===== src/rtl/cc2u_pkg.sv =====
// Shared types, constants and code point ROMs of the Cyrillic to UTF-8 transcoder.
`timescale 1ns / 1ps

package cc2u_pkg;

	typedef logic [13:0] code_point_t;

	typedef enum logic [1:0] {
		CP_WIN1251 = 2'd0,
		CP_KOI8R   = 2'd1,
		CP_ISO8859 = 2'd2
	} codepage_t;

	// special bytes
	localparam logic [7:0] WIN_UNMAPPED = 8'h98;
	localparam logic [7:0] ISO_NBSP     = 8'hA0;
	localparam logic [7:0] ISO_SHY      = 8'hAD;
	localparam logic [7:0] ISO_NUMERO   = 8'hF0;
	localparam logic [7:0] ISO_SECTION  = 8'hFD;

	localparam code_point_t CP_SPACE   = 14'h0020;
	localparam code_point_t CP_SHY     = 14'h00AD;
	localparam code_point_t CP_NUMERO  = 14'h2116;
	localparam code_point_t CP_SECTION = 14'h00A7;

	// offsets of the linear Cyrillic ranges
	localparam code_point_t WIN_OFFSET = 14'h0350;
	localparam code_point_t ISO_OFFSET = 14'h0360;

	// UTF-8 length thresholds
	localparam code_point_t ONE_BYTE_LIMIT = 14'h0080;
	localparam code_point_t TWO_BYTE_LIMIT = 14'h0800;

	typedef struct packed {
		logic        bad;
		code_point_t cp;
	} map_res_t;

	typedef struct packed {
		logic [7:0] first;
		logic [7:0] second;
		logic [7:0] third;
		logic [1:0] count;
		logic       bad;
	} utf8_res_t;

	// CP-1251 0x80-0xBF
	function automatic code_point_t win1251_rom(input logic [5:0] idx);
		code_point_t v;
		case (idx)
			6'd0:  v = 14'h0402; 6'd1:  v = 14'h0403; 6'd2:  v = 14'h201A; 6'd3:  v = 14'h0453;
			6'd4:  v = 14'h201E; 6'd5:  v = 14'h2026; 6'd6:  v = 14'h2020; 6'd7:  v = 14'h2021;
			6'd8:  v = 14'h20AC; 6'd9:  v = 14'h2030; 6'd10: v = 14'h0409; 6'd11: v = 14'h2039;
			6'd12: v = 14'h040A; 6'd13: v = 14'h040C; 6'd14: v = 14'h040B; 6'd15: v = 14'h040F;
			6'd16: v = 14'h0452; 6'd17: v = 14'h2018; 6'd18: v = 14'h2019; 6'd19: v = 14'h201C;
			6'd20: v = 14'h201D; 6'd21: v = 14'h2022; 6'd22: v = 14'h2013; 6'd23: v = 14'h2014;
			6'd24: v = 14'h0000; 6'd25: v = 14'h2122; 6'd26: v = 14'h0459; 6'd27: v = 14'h203A;
			6'd28: v = 14'h045A; 6'd29: v = 14'h045C; 6'd30: v = 14'h045B; 6'd31: v = 14'h045F;
			6'd32: v = 14'h0020; 6'd33: v = 14'h040E; 6'd34: v = 14'h045E; 6'd35: v = 14'h0408;
			6'd36: v = 14'h00A4; 6'd37: v = 14'h0490; 6'd38: v = 14'h00A6; 6'd39: v = 14'h00A7;
			6'd40: v = 14'h0401; 6'd41: v = 14'h00A9; 6'd42: v = 14'h0404; 6'd43: v = 14'h00AB;
			6'd44: v = 14'h00AC; 6'd45: v = 14'h00AD; 6'd46: v = 14'h00AE; 6'd47: v = 14'h0407;
			6'd48: v = 14'h00B0; 6'd49: v = 14'h00B1; 6'd50: v = 14'h0406; 6'd51: v = 14'h0456;
			6'd52: v = 14'h0491; 6'd53: v = 14'h00B5; 6'd54: v = 14'h00B6; 6'd55: v = 14'h00B7;
			6'd56: v = 14'h0451; 6'd57: v = 14'h2116; 6'd58: v = 14'h0454; 6'd59: v = 14'h00BB;
			6'd60: v = 14'h0458; 6'd61: v = 14'h0405; 6'd62: v = 14'h0455; 6'd63: v = 14'h0457;
			default: v = '0;
		endcase
		return v;
	endfunction

	// KOI8-R 0x80-0xFF
	function automatic code_point_t koi8r_rom(input logic [6:0] idx);
		code_point_t v;
		case (idx)
			7'd0:   v = 14'h2500; 7'd1:   v = 14'h2502; 7'd2:   v = 14'h250C; 7'd3:   v = 14'h2510;
			7'd4:   v = 14'h2514; 7'd5:   v = 14'h2518; 7'd6:   v = 14'h251C; 7'd7:   v = 14'h2524;
			7'd8:   v = 14'h252C; 7'd9:   v = 14'h2534; 7'd10:  v = 14'h253C; 7'd11:  v = 14'h2580;
			7'd12:  v = 14'h2584; 7'd13:  v = 14'h2588; 7'd14:  v = 14'h258C; 7'd15:  v = 14'h2590;
			7'd16:  v = 14'h2591; 7'd17:  v = 14'h2592; 7'd18:  v = 14'h2593; 7'd19:  v = 14'h2320;
			7'd20:  v = 14'h25A0; 7'd21:  v = 14'h2219; 7'd22:  v = 14'h221A; 7'd23:  v = 14'h2248;
			7'd24:  v = 14'h2264; 7'd25:  v = 14'h2265; 7'd26:  v = 14'h0020; 7'd27:  v = 14'h2321;
			7'd28:  v = 14'h00B0; 7'd29:  v = 14'h00B2; 7'd30:  v = 14'h00B7; 7'd31:  v = 14'h00F7;
			7'd32:  v = 14'h2550; 7'd33:  v = 14'h2551; 7'd34:  v = 14'h2552; 7'd35:  v = 14'h0451;
			7'd36:  v = 14'h2553; 7'd37:  v = 14'h2554; 7'd38:  v = 14'h2555; 7'd39:  v = 14'h2556;
			7'd40:  v = 14'h2557; 7'd41:  v = 14'h2558; 7'd42:  v = 14'h2559; 7'd43:  v = 14'h255A;
			7'd44:  v = 14'h255B; 7'd45:  v = 14'h255C; 7'd46:  v = 14'h255D; 7'd47:  v = 14'h255E;
			7'd48:  v = 14'h255F; 7'd49:  v = 14'h2560; 7'd50:  v = 14'h2561; 7'd51:  v = 14'h0401;
			7'd52:  v = 14'h2562; 7'd53:  v = 14'h2563; 7'd54:  v = 14'h2564; 7'd55:  v = 14'h2565;
			7'd56:  v = 14'h2566; 7'd57:  v = 14'h2567; 7'd58:  v = 14'h2568; 7'd59:  v = 14'h2569;
			7'd60:  v = 14'h256A; 7'd61:  v = 14'h256B; 7'd62:  v = 14'h256C; 7'd63:  v = 14'h00A9;
			7'd64:  v = 14'h044E; 7'd65:  v = 14'h0430; 7'd66:  v = 14'h0431; 7'd67:  v = 14'h0446;
			7'd68:  v = 14'h0434; 7'd69:  v = 14'h0435; 7'd70:  v = 14'h0444; 7'd71:  v = 14'h0433;
			7'd72:  v = 14'h0445; 7'd73:  v = 14'h0438; 7'd74:  v = 14'h0439; 7'd75:  v = 14'h043A;
			7'd76:  v = 14'h043B; 7'd77:  v = 14'h043C; 7'd78:  v = 14'h043D; 7'd79:  v = 14'h043E;
			7'd80:  v = 14'h043F; 7'd81:  v = 14'h044F; 7'd82:  v = 14'h0440; 7'd83:  v = 14'h0441;
			7'd84:  v = 14'h0442; 7'd85:  v = 14'h0443; 7'd86:  v = 14'h0436; 7'd87:  v = 14'h0432;
			7'd88:  v = 14'h044C; 7'd89:  v = 14'h044B; 7'd90:  v = 14'h0437; 7'd91:  v = 14'h0448;
			7'd92:  v = 14'h044D; 7'd93:  v = 14'h0449; 7'd94:  v = 14'h0447; 7'd95:  v = 14'h044A;
			7'd96:  v = 14'h042E; 7'd97:  v = 14'h0410; 7'd98:  v = 14'h0411; 7'd99:  v = 14'h0426;
			7'd100: v = 14'h0414; 7'd101: v = 14'h0415; 7'd102: v = 14'h0424; 7'd103: v = 14'h0413;
			7'd104: v = 14'h0425; 7'd105: v = 14'h0418; 7'd106: v = 14'h0419; 7'd107: v = 14'h041A;
			7'd108: v = 14'h041B; 7'd109: v = 14'h041C; 7'd110: v = 14'h041D; 7'd111: v = 14'h041E;
			7'd112: v = 14'h041F; 7'd113: v = 14'h042F; 7'd114: v = 14'h0420; 7'd115: v = 14'h0421;
			7'd116: v = 14'h0422; 7'd117: v = 14'h0423; 7'd118: v = 14'h0416; 7'd119: v = 14'h0412;
			7'd120: v = 14'h042C; 7'd121: v = 14'h042B; 7'd122: v = 14'h0417; 7'd123: v = 14'h0428;
			7'd124: v = 14'h042D; 7'd125: v = 14'h0429; 7'd126: v = 14'h0427; 7'd127: v = 14'h042A;
			default: v = '0;
		endcase
		return v;
	endfunction

endpackage


===== src/rtl/cc2u_in_if.sv =====
// Valid/ready channel carrying one source byte per beat.
`timescale 1ns / 1ps

interface cc2u_in_if;
	logic       valid;
	logic       ready;
	logic [7:0] in_byte;

	modport source (output valid, output in_byte, input ready);
	modport sink   (input valid, input in_byte, output ready);
endinterface


===== src/rtl/cc2u_out_if.sv =====
// Valid/ready channel carrying one UTF-8 sequence per beat.
`timescale 1ns / 1ps

interface cc2u_out_if;
	logic       valid;
	logic       ready;
	logic [7:0] utf8_first;
	logic [7:0] utf8_second;
	logic [7:0] utf8_third;
	logic [1:0] byte_count;
	logic       bad_input;

	modport source (output valid, output utf8_first, output utf8_second, output utf8_third,
		output byte_count, output bad_input, input ready);
	modport sink   (input valid, input utf8_first, input utf8_second, input utf8_third,
		input byte_count, input bad_input, output ready);
endinterface


===== src/rtl/cc2u_map.sv =====
// Source byte to Unicode code point per code page: pass-through, ROM, offset or special case.
`timescale 1ns / 1ps

module cc2u_map (
	input  logic [1:0]         codepage,
	input  logic [7:0]         src_byte,
	output cc2u_pkg::map_res_t res
);

	always_comb begin
		res.bad = 1'b0;
		res.cp  = {6'd0, src_byte};
		case (codepage)
			cc2u_pkg::CP_WIN1251: begin
				if (src_byte[7]) begin
					if (src_byte == cc2u_pkg::WIN_UNMAPPED) begin
						res.bad = 1'b1;
						res.cp  = '0;
					end else if (!src_byte[6]) begin
						res.cp = cc2u_pkg::win1251_rom(src_byte[5:0]);
					end else begin
						res.cp = {6'd0, src_byte} + cc2u_pkg::WIN_OFFSET;
					end
				end
			end
			cc2u_pkg::CP_KOI8R: begin
				if (src_byte[7])
					res.cp = cc2u_pkg::koi8r_rom(src_byte[6:0]);
			end
			cc2u_pkg::CP_ISO8859: begin
				if (src_byte[7]) begin
					// control block 0x80-0x9F has no mapping
					if (src_byte < cc2u_pkg::ISO_NBSP) begin
						res.bad = 1'b1;
						res.cp  = '0;
					end else if (src_byte == cc2u_pkg::ISO_NBSP) begin
						res.cp = cc2u_pkg::CP_SPACE;
					end else if (src_byte == cc2u_pkg::ISO_SHY) begin
						res.cp = cc2u_pkg::CP_SHY;
					end else if (src_byte == cc2u_pkg::ISO_NUMERO) begin
						res.cp = cc2u_pkg::CP_NUMERO;
					end else if (src_byte == cc2u_pkg::ISO_SECTION) begin
						res.cp = cc2u_pkg::CP_SECTION;
					end else begin
						res.cp = {6'd0, src_byte} + cc2u_pkg::ISO_OFFSET;
					end
				end
			end
			default: begin
				res.bad = 1'b1;
				res.cp  = '0;
			end
		endcase
	end

endmodule


===== src/rtl/cc2u_enc.sv =====
// Code point to UTF-8 bytes and length; an unmapped byte gives zeros.
`timescale 1ns / 1ps

module cc2u_enc (
	input  cc2u_pkg::map_res_t  map,
	output cc2u_pkg::utf8_res_t res
);

	always_comb begin
		res.first  = '0;
		res.second = '0;
		res.third  = '0;
		res.count  = 2'd0;
		res.bad    = map.bad;
		if (!map.bad) begin
			if (map.cp < cc2u_pkg::ONE_BYTE_LIMIT) begin
				res.first = map.cp[7:0];
				res.count = 2'd1;
			end else if (map.cp < cc2u_pkg::TWO_BYTE_LIMIT) begin
				res.first  = {3'b110, map.cp[10:6]};
				res.second = {2'b10, map.cp[5:0]};
				res.count  = 2'd2;
			end else begin
				res.first  = {4'b1110, 2'b00, map.cp[13:12]};
				res.second = {2'b10, map.cp[11:6]};
				res.third  = {2'b10, map.cp[5:0]};
				res.count  = 2'd3;
			end
		end
	end

endmodule


===== src/rtl/cyrillic_codepage_to_utf8_transcoder.sv =====
// Cyrillic single-byte code page (CP-1251 / KOI8-R / ISO-8859-5) to UTF-8 transcoder.
//
// One byte in, one UTF-8 sequence out per beat, at one byte per clock when not stalled.
// Each byte is captured in an input register; the code point lookup (ROM for CP-1251
// 0x80-0xBF and the KOI8-R upper half, offset arithmetic elsewhere) and the UTF-8 packing
// sit between that register and the result register. A beat passes the input register,
// then the result register; with out_ch.ready held high a new byte is taken every cycle,
// and the result register plus input register give two beats of buffering under back-pressure.
// Output carries up to three UTF-8 bytes (unused ones zero) and byte_count 1..3.
// No-break space in every code page comes out as plain 0x20. CP-1251 0x98,
// ISO-8859-5 0x80-0x9F and any byte under codepage value 3 give bad_input with
// byte_count 0 and zero bytes. codepage resets to CP-1251; write it only while
// the block is idle (no beat in flight).
`timescale 1ns / 1ps

module cyrillic_codepage_to_utf8_transcoder (
	input  logic            clk,
	input  logic            arst_n,
	input  logic            cfg_we,
	input  logic [1:0]      cfg_wdata,
	cc2u_in_if.sink         in_ch,
	cc2u_out_if.source      out_ch
);

	logic [1:0]          codepage_q;

	logic                valid_s1;
	logic [7:0]          byte_s1;

	logic                out_valid_q;
	cc2u_pkg::utf8_res_t res_q;

	cc2u_pkg::map_res_t  map_res;
	cc2u_pkg::utf8_res_t enc_res;

	logic                out_adv;
	logic                in_adv;

	// result register frees when empty or being drained this cycle
	assign out_adv     = !out_valid_q || out_ch.ready;
	// input register frees when empty or moving into the result register
	assign in_ch.ready = !valid_s1 || out_adv;
	assign in_adv      = in_ch.valid && in_ch.ready;

	always_ff @(posedge clk or negedge arst_n) begin
		if (!arst_n) begin
			codepage_q <= 2'd0;
		end else if (cfg_we) begin
			codepage_q <= cfg_wdata;
		end
	end

	// input stage
	always_ff @(posedge clk or negedge arst_n) begin
		if (!arst_n) begin
			valid_s1 <= 1'b0;
		end else if (in_ch.ready) begin
			valid_s1 <= in_ch.valid;
		end
	end

	always_ff @(posedge clk) begin
		if (in_adv) begin
			byte_s1 <= in_ch.in_byte;
		end
	end

	cc2u_map u_map (
		.codepage (codepage_q),
		.src_byte (byte_s1),
		.res      (map_res)
	);

	cc2u_enc u_enc (
		.map (map_res),
		.res (enc_res)
	);

	// result stage
	always_ff @(posedge clk or negedge arst_n) begin
		if (!arst_n) begin
			out_valid_q <= 1'b0;
		end else if (out_adv) begin
			out_valid_q <= valid_s1;
		end
	end

	always_ff @(posedge clk) begin
		if (out_adv && valid_s1) begin
			res_q <= enc_res;
		end
	end

	assign out_ch.valid       = out_valid_q;
	assign out_ch.utf8_first  = res_q.first;
	assign out_ch.utf8_second = res_q.second;
	assign out_ch.utf8_third  = res_q.third;
	assign out_ch.byte_count  = res_q.count;
	assign out_ch.bad_input   = res_q.bad;

endmodule


===== src/flat_wrapper.sv =====
// flat-port wrapper written by rule: the top's interface ports become plain ports
module cyrillic_codepage_to_utf8_transcoder_flat 
  (clk, arst_n, cfg_we, cfg_wdata, in_ch_valid, in_ch_in_byte, in_ch_ready, out_ch_valid, out_ch_utf8_first, out_ch_utf8_second, out_ch_utf8_third, out_ch_byte_count, out_ch_bad_input, out_ch_ready);
  cc2u_in_if in_ch_i ();
  cc2u_out_if out_ch_i ();
  input  logic clk;
  input  logic arst_n;
  input  logic cfg_we;
  input  logic [1:0] cfg_wdata;
  input wire logic [$bits(in_ch_i.valid)-1:0] in_ch_valid;
  input wire logic [$bits(in_ch_i.in_byte)-1:0] in_ch_in_byte;
  output wire logic [$bits(in_ch_i.ready)-1:0] in_ch_ready;
  output wire logic [$bits(out_ch_i.valid)-1:0] out_ch_valid;
  output wire logic [$bits(out_ch_i.utf8_first)-1:0] out_ch_utf8_first;
  output wire logic [$bits(out_ch_i.utf8_second)-1:0] out_ch_utf8_second;
  output wire logic [$bits(out_ch_i.utf8_third)-1:0] out_ch_utf8_third;
  output wire logic [$bits(out_ch_i.byte_count)-1:0] out_ch_byte_count;
  output wire logic [$bits(out_ch_i.bad_input)-1:0] out_ch_bad_input;
  input wire logic [$bits(out_ch_i.ready)-1:0] out_ch_ready;
  assign in_ch_i.valid = in_ch_valid;
  assign in_ch_i.in_byte = in_ch_in_byte;
  assign in_ch_ready = in_ch_i.ready;
  assign out_ch_valid = out_ch_i.valid;
  assign out_ch_utf8_first = out_ch_i.utf8_first;
  assign out_ch_utf8_second = out_ch_i.utf8_second;
  assign out_ch_utf8_third = out_ch_i.utf8_third;
  assign out_ch_byte_count = out_ch_i.byte_count;
  assign out_ch_bad_input = out_ch_i.bad_input;
  assign out_ch_i.ready = out_ch_ready;
  cyrillic_codepage_to_utf8_transcoder u_core (.clk(clk), .arst_n(arst_n), .cfg_we(cfg_we), .cfg_wdata(cfg_wdata), .in_ch(in_ch_i), .out_ch(out_ch_i));
endmodule

===== config.mk =====
export PLATFORM = sky130hd
export DESIGN_NAME = cyrillic_codepage_to_utf8_transcoder_flat
export DESIGN_NICKNAME = d
export VERILOG_FILES = /design/src/rtl/cc2u_pkg.sv /design/src/rtl/cc2u_in_if.sv /design/src/rtl/cc2u_out_if.sv /design/src/rtl/cc2u_map.sv /design/src/rtl/cc2u_enc.sv /design/src/rtl/cyrillic_codepage_to_utf8_transcoder.sv /design/src/flat_wrapper.sv
export SDC_FILE = /design/constraint.sdc
export NUM_CORES = 1
export LEC_CHECK = 0
export BUFFER_PORTS_ARGS = -buffer_cell sky130_fd_sc_hd__buf_4
export CAP_MARGIN = 25
export CORE_ASPECT_RATIO = 0.5
export CORE_MARGIN = 2
export CORE_UTILIZATION = 31
export DETAILED_ROUTE_END_ITERATION = 12
export PLACE_DENSITY = 0.53
export SLEW_MARGIN = 0
export SYNTH_ARGS = -nofsm -noshare
export SYNTH_HDL_FRONTEND = slang
export SYNTH_HIERARCHICAL = 1
export SYNTH_SLANG_ARGS = --single-unit

===== constraint.sdc =====
create_clock -name clk -period 4.09 [get_ports clk]
set_input_delay 0.409 -clock clk [delete_from_list [all_inputs] [get_ports clk]]
set_output_delay 0.409 -clock clk [all_outputs]
set_load 0.02 [all_outputs]

==> impl_metrics.env, run 1 <==
export IMPL_cp_startpoint="u_core/byte_s1[1]"
export IMPL_critical_path_required_ns=4.13
export IMPL_skew_ns=0.00511
export IMPL_crit_path_end="u_core/out_ch.utf8_second[5]"
export IMPL_ios=44
export IMPL_drt_total_wl_um=14900
export IMPL_drt_iter0_drc=609
export IMPL_setup_tns_ns=0
export IMPL_dr_pass1_iters=6
export IMPL_power_w=0.00143
export IMPL_critPathMaxFanout=10
export IMPL_reg2reg_from="u_core/byte_s1[1]"
export IMPL_synth_adder_area_share_pct=6.54
export IMPL_hold_viol=0
export IMPL_synth_cell_type_count=78
export IMPL_finalSetupViolations=0
export IMPL_synth_top_area_share_pct=25.0
export IMPL_rrSetupSlack_ns=0.56
export IMPL_overflow=0
export IMPL_hpwl_um=10900
export IMPL_r2r_cells=10
export IMPL_relSlewSlack_pct=51.7
export IMPL_detail_route_antenna_nets=0
export IMPL_fmax_ghz=0.283
export IMPL_grt_pass1_wl_um=22800
export IMPL_async_flop_share_pct=10.3
export IMPL_synth_largest_area_cell="edfxtp_1"
export IMPL_worstSetupStartpointType="register"
export IMPL_post_drt_wl_per_cell_um=20.8
export IMPL_fillerInstances=1444
export IMPL_grt_pass1_vias=3904
export IMPL_dr_total_vias=4332
export IMPL_synthSimpleGateAreaFrac_pct=24.3
export IMPL_core_area_um2=13400
export IMPL_root_buffer="clkbuf_16"
export IMPL_hp_class="in -> reg"
export IMPL_grt_use_total_pct=20.2
export IMPL_antenna_found_initial=0
export IMPL_tightest_slew_ns=0.723
export IMPL_h_tree_depth=2
export IMPL_avgSynthCellArea_um2=8.17
export IMPL_synth_top_family_by_area="compound AO/OA/AOI/OAI gates"
export IMPL_finalMaxSlewViolations=0
export IMPL_gp_congestion=0.987
export IMPL_ys_flop_type="edfxtp_1"
export IMPL_synth_seq_cells=39
export IMPL_syn_cell_area_um2=4210
export IMPL_r2r_end="u_core/out_ch.utf8_second[5]"
export IMPL_clock_latency_ns=0.28
export IMPL_ys_seq_area_share_pct=27.4
export IMPL_clkTransAtPathRegs_ns=0.06
export IMPL_cts_buffers=5
export IMPL_synth_cells=515
export IMPL_p_per_area_nw_per_um2=298
export IMPL_die_area_um2=14600
export IMPL_rsz0062_at_grt="false"
export IMPL_syn_to_final_growth_pct=14.4
export IMPL_synth_compound_area_share_pct=28.5
export IMPL_std_cell_rows=30
export IMPL_ctsHoldBuffers=1
export IMPL_peakVddDrop_mv=0.152
export IMPL_initial_core_util_pct=31.4
export IMPL_synth_xor_area_share_pct=0.833
export IMPL_yosys_warnings=6
export IMPL_post_route_min_period_ns=3.53
export IMPL_clockBufferDepth=2
export IMPL_yosys_top_cells_area="edfxtp_1 (25%), ha_1 (6.5%), a21oi_1 (5.6%), nand2_1 (4.1%), o211ai_1 (3.4%)"
export IMPL_clock_sinks=39
export IMPL_ctsResizeCount=0
export IMPL_fin_crit_sh_pct=86.4
export IMPL_fin_area_um2=4810
export IMPL_yosysMostFrequentCell="a21oi_1"
export IMPL_antenna_diode_count=0
export IMPL_crit_arrival_ns=3.57
export IMPL_worstHoldStart="in_ch_in_byte[4]"
export IMPL_drive_gt1_share_pct=17.8
export IMPL_synth_mux_area_share_pct=3.09
export IMPL_outcome="completed"
export IMPL_viasPerCell=6.06
export IMPL_crit_type="reg -> reg"
export IMPL_ys_top_cells_by_count="a21oi_1 (47), nand2_1 (46), edfxtp_1 (35), nor2_1 (35), o21ai_0 (28)"
export IMPL_hold_ws_ns=0.297
export IMPL_tritoncts="done"
export IMPL_cap_violations=0
export IMPL_grt_max_degree=74
export IMPL_dieHeight_um=86.4
export IMPL_cts_setup_buffers=0
export IMPL_drc_errors=0
export IMPL_nNetsFinal=575
export IMPL_critPathCaptureType="register"
export IMPL_synth_edf_count=35
export IMPL_place_area_um2=4660
export IMPL_portBuffers=43
export IMPL_power_leakage_nw=1.82
export IMPL_dieWidth_um=169
==> through the flow <==
| step | instances | utilization (%) | worst slack (ns) |
|---|---|---|---|
| after floorplan | 517 | - | 0.858 |
| after global placement | 705 | 34.5 | 0.576 |
| after detailed placement | 706 | 34.8 | 0.581 |
| after CTS | 715 | 35.9 | 0.586 |
| after global routing | 715 | 35.9 | 0.332 |
| final | 715 | 35.9 | 0.558 |
==> placed cells by master (no fill, tap or decap), types with 5 or more instances in the layout <==
master and n:
a211oi_1 10, a21oi_1 47, a22oi_1 5, a31oi_1 5, and2_1 11, buf_4 65
clkbuf_16 5, edfxtp_1 35, ha_1 22, inv_1 12, nand2_1 46, nand2b_1 13
nand3_1 27, nor2_1 35, nor2b_1 11, nor3_1 16, nor4_1 5, o211ai_1 19
o21ai_0 28, o221ai_1 8, o22ai_1 5
==> layer usage <==
layer | track usage [%] | vias to the layer above | share of wire, %
met5 | 0 | - | 0
met4 | 7.45 | 0 | 3.4
met3 | 4.57 | 49 | 9.9
met2 | 31.2 | 297 | 42
met1 | 27.7 | 2011 | 44
li1 | - | 1975 | -
==> power by group <==
| part | internal, W | switching (W) |
|---|---|---|
| Sequential | 0.000483 | 0.0000211 |
| Combinational | 0.000200 | 0.000348 |
| Clock | 0.000224 | 0.000158 |
| Total | 0.000908 | 0.000527 |
==> registers in the layout (all words and copies together), names as in the netlist <==
name                       flops
u_core/out_ch.utf8_third       8
u_core/out_ch.byte_count       2
u_core/out_ch.valid            1
u_core/out_ch.bad_input        1
u_core/byte_s1                 8
u_core/out_ch.utf8_first       8
u_core/out_ch.utf8_second      8
u_core/codepage_q              2
u_core/valid_s1                1
==> area by class of cell <==
| cell class | instances | area, um2 | area share [%] |
|---|---|---|---|
| Sequential cell | 39 | 1150 | 23.9 |
| Multi-Input combinational cell | 410 | 2680 | 55.7 |
| Inverter | 13 | 48.8 | 1.01 |
| Timing Repair Buffer | 69 | 566 | 11.8 |
| Clock buffer | 5 | 125 | 2.60 |
| Clock inverter | 3 | 20.0 | 0.416 |
| Tap cell | 176 | 220 | 4.58 |
==> worst max-delay path, cell delays in order (launching register included) <==
cell      delay (ns)
edfxtp_1        0.44
inv_1           0.30
ha_1            0.52
and3_1          0.28
nand3_1         0.15
and2_1          0.25
nand4_1         0.15
o22ai_1         0.18
or4_1           0.72
a31oi_1         0.24
nor2_1          0.06
==> cells by family after synthesis <==
group	count (synthesis)
fa+ha+maj	22
simple gates	193
other cells	2
flops	39
mux	9
xor+xnor	4
buf+inv	68
compound gates	178
==> worst min path at each step <==
stage	endpoint	slack (ns)	cells past startpoint
finish	u_core/byte_s1[4]	0.30	1
global route	u_core/byte_s1[6]	0.29	1
CTS	u_core/byte_s1[4]	0.29	1
detailed placement	u_core/codepage_q[0]	0.21	1
global placement	u_core/codepage_q[0]	0.21	1
floorplan	u_core/codepage_q[0]	0.11	0
(Power assumes the default switching activity.)
==> inputs of run 2 (changes only) <==
Settings changed: ABC_AREA set to 1.
==> run 2 against run 1 <==
Net effect: the flow now finishes with violations (design-rule violations); sequential power is 1% higher; final cell count is 17% higher; routed wire length is 1.4% higher; critical path depth is 4 higher; power is 4.2% higher; flip-flop and latch count stayed put; core utilization is 0.87 points higher; first-iteration DRC count is 23% higher; sequential share of layout area is 0.44 points higher; die area is 1.4% lower; register-to-register slack better by 0.03 ns.
==> impl_metrics.env, run 2 <==
export IMPL_holdPathEnd="u_core/byte_s1[2]"
export IMPL_cts_buffers=5
export IMPL_drt_iter0_drc=752
export IMPL_post_route_min_period_ns=3.50
export IMPL_rrSetupSlack_ns=0.59
export IMPL_synth_cell_type_count=39
export IMPL_initial_core_util_pct=32.3
export IMPL_peakVddDrop_mv=0.147
export IMPL_synth_top_area_share_pct=25.4
export IMPL_skew_ns=0.0124
export IMPL_critPathMaxFanout=14
export IMPL_ys_top_cells_by_count="nand2_1 (182), nand3_1 (67), inv_1 (64)"
export IMPL_async_flop_share_pct=10.3
export IMPL_hold_ws_ns=0.289
export IMPL_synth_cells=631
export IMPL_rsz0062_at_grt="false"
export IMPL_drive_gt1_share_pct=15.9
export IMPL_worst_slack_ns=0.592
export IMPL_clock_sinks=39
export IMPL_overflow=0
export IMPL_cpMaxStageDelayCell="edfxtp_1"
export IMPL_cap_violations=0
export IMPL_cpPeakStageDelay_ns=0.73
export IMPL_reg2reg_from="u_core/byte_s1[0]"
export IMPL_ctsResizeCount=0
export IMPL_synth_largest_area_cell="edfxtp_1"
export IMPL_r2r_end="u_core/out_ch.utf8_first[5]"
export IMPL_hold_viol=0
export IMPL_critPathBufInv=3
export IMPL_std_cell_rows=29
export IMPL_yosys_top_cells_area="edfxtp_1 (25%), nand2_1 (16%), nand3_1 (8.1%), ha_1 (6.6%), inv_1 (5.8%)"
export IMPL_yosys_warnings=6
export IMPL_dr_pass1_iters=12
export IMPL_p_per_area_nw_per_um2=317
export IMPL_viasPerCell=5.46
export IMPL_dieWidth_um=168
export IMPL_ios=44
export IMPL_finalMaxSlewViolations=0
export IMPL_drc_errors=6
export IMPL_root_buffer="clkbuf_16"
export IMPL_hp_class="in -> reg"
export IMPL_tritoncts="done"
export IMPL_worstHoldStart="in_ch_in_byte[2]"
export IMPL_syn_to_final_growth_pct=14.0
export IMPL_fin_area_um2=4720
export IMPL_ys_seq_area_share_pct=27.8
export IMPL_final_common_cell="nand2_1"
export IMPL_die_area_um2=14400
export IMPL_post_drt_wl_per_cell_um=18.1
export IMPL_holdPathStages=1
export IMPL_core_area_um2=12800
export IMPL_setup_tns_ns=0
export IMPL_antenna_found_initial=0
export IMPL_dieHeight_um=85.8
export IMPL_grt_pass1_wl_um=23900
export IMPL_ys_flop_type="edfxtp_1"
export IMPL_avgSynthCellArea_um2=6.57
export IMPL_place_area_um2=4550
export IMPL_relSlewSlack_pct=47.5
export IMPL_grt_max_degree=43
export IMPL_synth_seq_cells=39
export IMPL_clockBufferDepth=2
export IMPL_tightest_slew_ns=0.784
export IMPL_finalSetupViolations=0
export IMPL_cpLargestDelayFamily="simple AND/OR/NAND/NOR gates"
export IMPL_dp_slack_ns=0.679
export IMPL_layout_common_cells="nand2_1 (182), nand3_1 (67), inv_1 (64)"
export IMPL_final_seq_area_um2=1150
export IMPL_grt_use_total_pct=21.4
export IMPL_grt_pass1_vias=4350
export IMPL_power_leakage_nw=2.24
export IMPL_crit_arrival_ns=3.54
export IMPL_crit_top_cell="inv_1"
export IMPL_r2r_cells=14
export IMPL_nNetsFinal=701
export IMPL_worstSetupStartpointType="register"
export IMPL_outcome="complete, but fails checks"
export IMPL_clkTransAtPathRegs_ns=0.07
export IMPL_syn_cell_area_um2=4150
export IMPL_critPathCaptureType="register"
export IMPL_yosysMostFrequentCell="nand2_1"
export IMPL_violations="design-rule violations"
export IMPL_hpwl_um=11400
export IMPL_critical_path_required_ns=4.13
export IMPL_multi_input_area_um2=2490
export IMPL_fmax_ghz=0.286
export IMPL_synth_edf_count=35
export IMPL_h_tree_depth=2
export IMPL_detail_route_antenna_nets=0
export IMPL_crit_chain="inv_1, ha_1, inv_1, nand2_1, nand3_1, nand3_1, nand2_1, o211ai_1, nor2_4, nand2_4, nor2_4, inv_1, nor2_1, nor2_1"
export IMPL_crit_type="reg -> reg"
export IMPL_fin_crit_sh_pct=85.5
export IMPL_dr_total_vias=4560
export IMPL_final_core_util_pct=36.8
export IMPL_antenna_diode_count=0
export IMPL_clock_latency_ns=0.29
export IMPL_portBuffers=43
export IMPL_drt_total_wl_um=15100
export IMPL_fillerInstances=1409
export IMPL_gp_congestion=1.07
## run 2: cell types whose count changed after synthesis, moves of 9 or more
cell	previous run	this run
clkbuf_1	11	1
nand2_2	0	12
buf_2	21	10
inv_1	12	64
nand3_1	27	67
nor2b_1	11	0
and2_1	11	0
nand2_1	46	182
a21oi_1	47	38
o211ai_1	19	10
o21ai_1	1	15
nor3_1	16	5
nand2b_1	13	0
nor2_1	35	58
## run 2: worst reg2reg max path, stage by stage, from the launching register on
cell and delay, ns:
edfxtp_1 0.73, inv_1 0.39, ha_1 0.34, inv_1 0.19, nand2_1 0.22, nand3_1 0.16, nand3_1 0.08, nand2_1 0.08
o211ai_1 0.17, nor2_4 0.25, nand2_4 0.08, nor2_4 0.28, inv_1 0.12, nor2_1 0.11, nor2_1 0.05
## run 2: logic make-up (layout without fill, tap and decap cells)
| family | after synthesis | after routing | synth area share, % |
|---|---|---|---|
| fa+ha+maj | 22 | 22 | 6.64 |
| buf+inv | 106 | 138 | 12.4 |
| flops | 39 | 39 | 27.8 |
| other cells | 2 | 4 | 0.181 |
| compound gates | 114 | 114 | 15.4 |
| simple gates | 348 | 348 | 37.5 |
## run 2: layer usage
metal  routed length, um  up-vias  track usage [%]  share of wire [%]
met2                6330      319             32.6                 42
li1                    -     2135                -                  -
met3                1850       59             5.03                 12
met5                   0        -                0                  0
met4                 540        0             9.25                3.6
met1                6390     2047             29.1                 42
## run 2: worst max path at each step
stage                                 start                           to  cells past startpoint
after global placement    u_core/byte_s1[0]  u_core/out_ch.utf8_first[5]                     15
after CTS                 u_core/byte_s1[0]  u_core/out_ch.utf8_first[5]                     14
after global routing      u_core/byte_s1[0]  u_core/out_ch.utf8_first[5]                     14
final                     u_core/byte_s1[0]  u_core/out_ch.utf8_first[5]                     14
after detailed placement  u_core/byte_s1[0]  u_core/out_ch.utf8_first[6]                     14
after floorplan           u_core/byte_s1[0]  u_core/out_ch.utf8_first[0]                     15
## run 2: final cells by class
type | instances | share of cell area [%]
clock buffer | 6 | 2.73
timing repair buffer | 55 | 8.79
sequential | 39 | 24.4
inverter | 75 | 6.12
multi-input combinational | 488 | 52.7
clock inverter | 2 | 0.794
tap | 170 | 4.50
## run 2: power breakdown
part | internal (W) | switching (W)
clock network | 0.000289 | 0.000180
logic | 0.000162 | 0.000356
registers | 0.000484 | 0.0000248
total | 0.000935 | 0.000561
## run 2: what timing repair did
item	CTS	global route
setup buffers	0	0
hold buffers	1	0
hold endpoints to repair	4	0
## run 2: through the flow
step | power, W | instances
floorplan | 0.000861 | 633
global placement | 0.00103 | 826
detailed placement | 0.00102 | 826
CTS | 0.00149 | 835
global route | 0.00157 | 835
finish | 0.00150 | 835
==> inputs of run 3 (changes only) <==
Settings changed: GPL_ROUTABILITY_DRIVEN set to 0, REMOVE_ABC_BUFFERS set to 1.
==> run 3 against run 2 <==
Net effect: the flow still finishes with violations (design-rule violations); critical path depth stayed put; power is 5.1% lower; sequential share of layout area hardly changed; largest power group unchanged; fmax is 3.2% higher; clock power is 16% lower.
==> impl_metrics.env, run 3 (synthesized netlist as in run 2, its figures left out) <==
export IMPL_outcome="complete, but fails checks"
export IMPL_violations="design-rule violations"
export IMPL_fillerInstances=1390
export IMPL_critical_path_required_ns=4.13
export IMPL_tightest_slew_ns=0.784
export IMPL_stdcell_count=838
export IMPL_reg2reg_from="u_core/byte_s1[0]"
export IMPL_switchingPower_w=0.000543
export IMPL_r2r_end="u_core/out_ch.utf8_first[5]"
export IMPL_holdPathEnd="u_core/byte_s1[4]"
export IMPL_rrSetupSlack_ns=0.70
export IMPL_rsz0062_at_grt="false"
export IMPL_dieWidth_um=168
export IMPL_portBuffers=43
export IMPL_clkTransAtPathRegs_ns=0.06
export IMPL_fin_area_um2=4730
export IMPL_clockBufferDepth=2
export IMPL_syn_to_final_growth_pct=14.1
export IMPL_std_cell_rows=29
export IMPL_final_common_cell="nand2_1"
export IMPL_combPwrFrac_pct=36.5
export IMPL_post_drt_wl_per_cell_um=17.4
export IMPL_ctsResizeCount=0
export IMPL_initial_core_util_pct=32.3
export IMPL_drive_gt1_share_pct=16.5
export IMPL_drt_iter0_drc=587
export IMPL_crit_type="reg -> reg"
export IMPL_grt_pass1_wl_um=22500
export IMPL_root_buffer="clkbuf_16"
export IMPL_place_area_um2=4560
export IMPL_power_w=0.00142
export IMPL_p_sw_share_pct=38.2
export IMPL_detail_route_antenna_nets=0
export IMPL_cts_setup_buffers=0
export IMPL_antenna_found_initial=0
export IMPL_fin_crit_sh_pct=82.9
export IMPL_clockPowerShare_pct=27.7
export IMPL_viasPerCell=5.49
export IMPL_cap_violations=0
export IMPL_die_area_um2=14400
export IMPL_holdPathStages=1
export IMPL_peakVddDrop_mv=0.145
export IMPL_post_route_min_period_ns=3.39
export IMPL_grt_use_total_pct=19.9
export IMPL_skew_ns=0.00311
export IMPL_relSlewSlack_pct=47.6
export IMPL_layout_common_cells="nand2_1 (182), nand3_1 (67), inv_1 (64)"
export IMPL_grt_pass1_vias=4200
export IMPL_grt_max_degree=31
export IMPL_p_per_area_nw_per_um2=300
export IMPL_dieHeight_um=85.8
export IMPL_antenna_diode_count=0
export IMPL_r2r_cells=14
export IMPL_clock_sinks=39
export IMPL_dr_pass1_iters=11
export IMPL_hpwl_um=11000
export IMPL_fmax_ghz=0.295
export IMPL_drt_total_wl_um=14500
export IMPL_critPathMaxFanout=14
export IMPL_crit_arrival_ns=3.43
export IMPL_drc_errors=7
export IMPL_tritoncts="done"
export IMPL_worstHoldStart="in_ch_in_byte[4]"
export IMPL_nNetsFinal=704
export IMPL_h_tree_depth=2
export IMPL_final_core_util_pct=36.8
export IMPL_ios=44
export IMPL_dr_total_vias=4599
export IMPL_placed_cells=828
export IMPL_worstSetupStartpointType="register"
export IMPL_power_frac_seq_pct=35.8
export IMPL_hp_class="in -> reg"
export IMPL_clock_latency_ns=0.28
export IMPL_overflow=0
export IMPL_cts_buffers=5
export IMPL_hold_viol=0
export IMPL_setup_tns_ns=0
export IMPL_finalMaxSlewViolations=0
export IMPL_critPathCaptureType="register"
export IMPL_core_area_um2=12800
export IMPL_internal_power_w=0.000876
export IMPL_power_leakage_nw=2.24
export IMPL_finalSetupViolations=0
[run 3: cell count changes in the layout (fill, tap and decap cells not counted)]
cell | before | now
clkinvlp_4 | 1 | 2
buf_4 | 54 | 57
bufinv_16 | 1 | 0
clkbuf_1 | 1 | 0
inv_6 | 0 | 1
[run 3: worst max-delay path: stages, from the launching register on]
cell and delay, ns:
edfxtp_1 0.66, inv_1 0.33, ha_1 0.35, nand2_1 0.18
nand2_1 0.13, a21oi_1 0.22, o21ai_0 0.17, nand3_1 0.13
a21oi_1 0.11, nor2_1 0.20, nand2_4 0.08, nor2_4 0.29
inv_1 0.13, nor2_1 0.10, nor2_1 0.05
[run 3: power groups by stage]
stage	logic (W)	registers, W	clock network, W
CTS	0.000501	0.000509	0.000400
detailed placement	0.000498	0.000517	0
floorplan	0.000273	0.000562	0
global route	0.000562	0.000513	0.000422
finish	0.000518	0.000508	0.000393
global placement	0.000506	0.000517	0
[run 3: how the worst max path moves through the flow]
| stage | cells past startpoint | endpoint | slack (ns) | from |
|---|---|---|---|---|
| CTS | 15 | u_core/out_ch.utf8_second[0] | 0.77 | u_core/byte_s1[0] |
| global placement | 14 | u_core/out_ch.utf8_second[0] | 0.89 | u_core/byte_s1[0] |
| floorplan | 15 | u_core/out_ch.utf8_second[0] | 0.92 | u_core/byte_s1[3] |
| detailed placement | 15 | u_core/out_ch.utf8_second[0] | 0.80 | u_core/byte_s1[0] |
| finish | 14 | u_core/out_ch.utf8_first[5] | 0.70 | u_core/byte_s1[0] |
| global route | 15 | u_core/out_ch.utf8_first[5] | 0.46 | u_core/byte_s1[0] |
[run 3: cell type report]
type                            count  area (um2)  share of cell area [%]
Clock inverter                      3        23.8                   0.503
Clock buffer                        5         125                    2.65
Multi-Input combinational cell    488        2490                    52.6
Tap cell                          170         213                    4.50
Inverter                           75         289                    6.11
Sequential cell                    39        1150                    24.3
Timing Repair Buffer               58         438                    9.26
[run 3: repair_timing]
action,CTS,global route
hold buffers,1,0
setup endpoints to repair,0,0
hold endpoints to repair,4,0
[run 3: stage by stage]
step | hold slack [ns] | worst slack (ns)
3_5_place_dp | 0.207 | 0.798
6_report | 0.300 | 0.701
3_3_place_gp | 0.207 | 0.890
4_1_cts | 0.296 | 0.771
2_1_floorplan | 0.113 | 0.920
5_1_grt | 0.289 | 0.461
[run 3: per-layer routing]
| metal | GRT usage [%] | share of wire [%] |
|---|---|---|
| met4 | 10.5 | 5.1 |
| met5 | 0 | 0 |
| met2 | 30.4 | 41 |
| met3 | 5.35 | 11 |
| met1 | 25.9 | 42 |
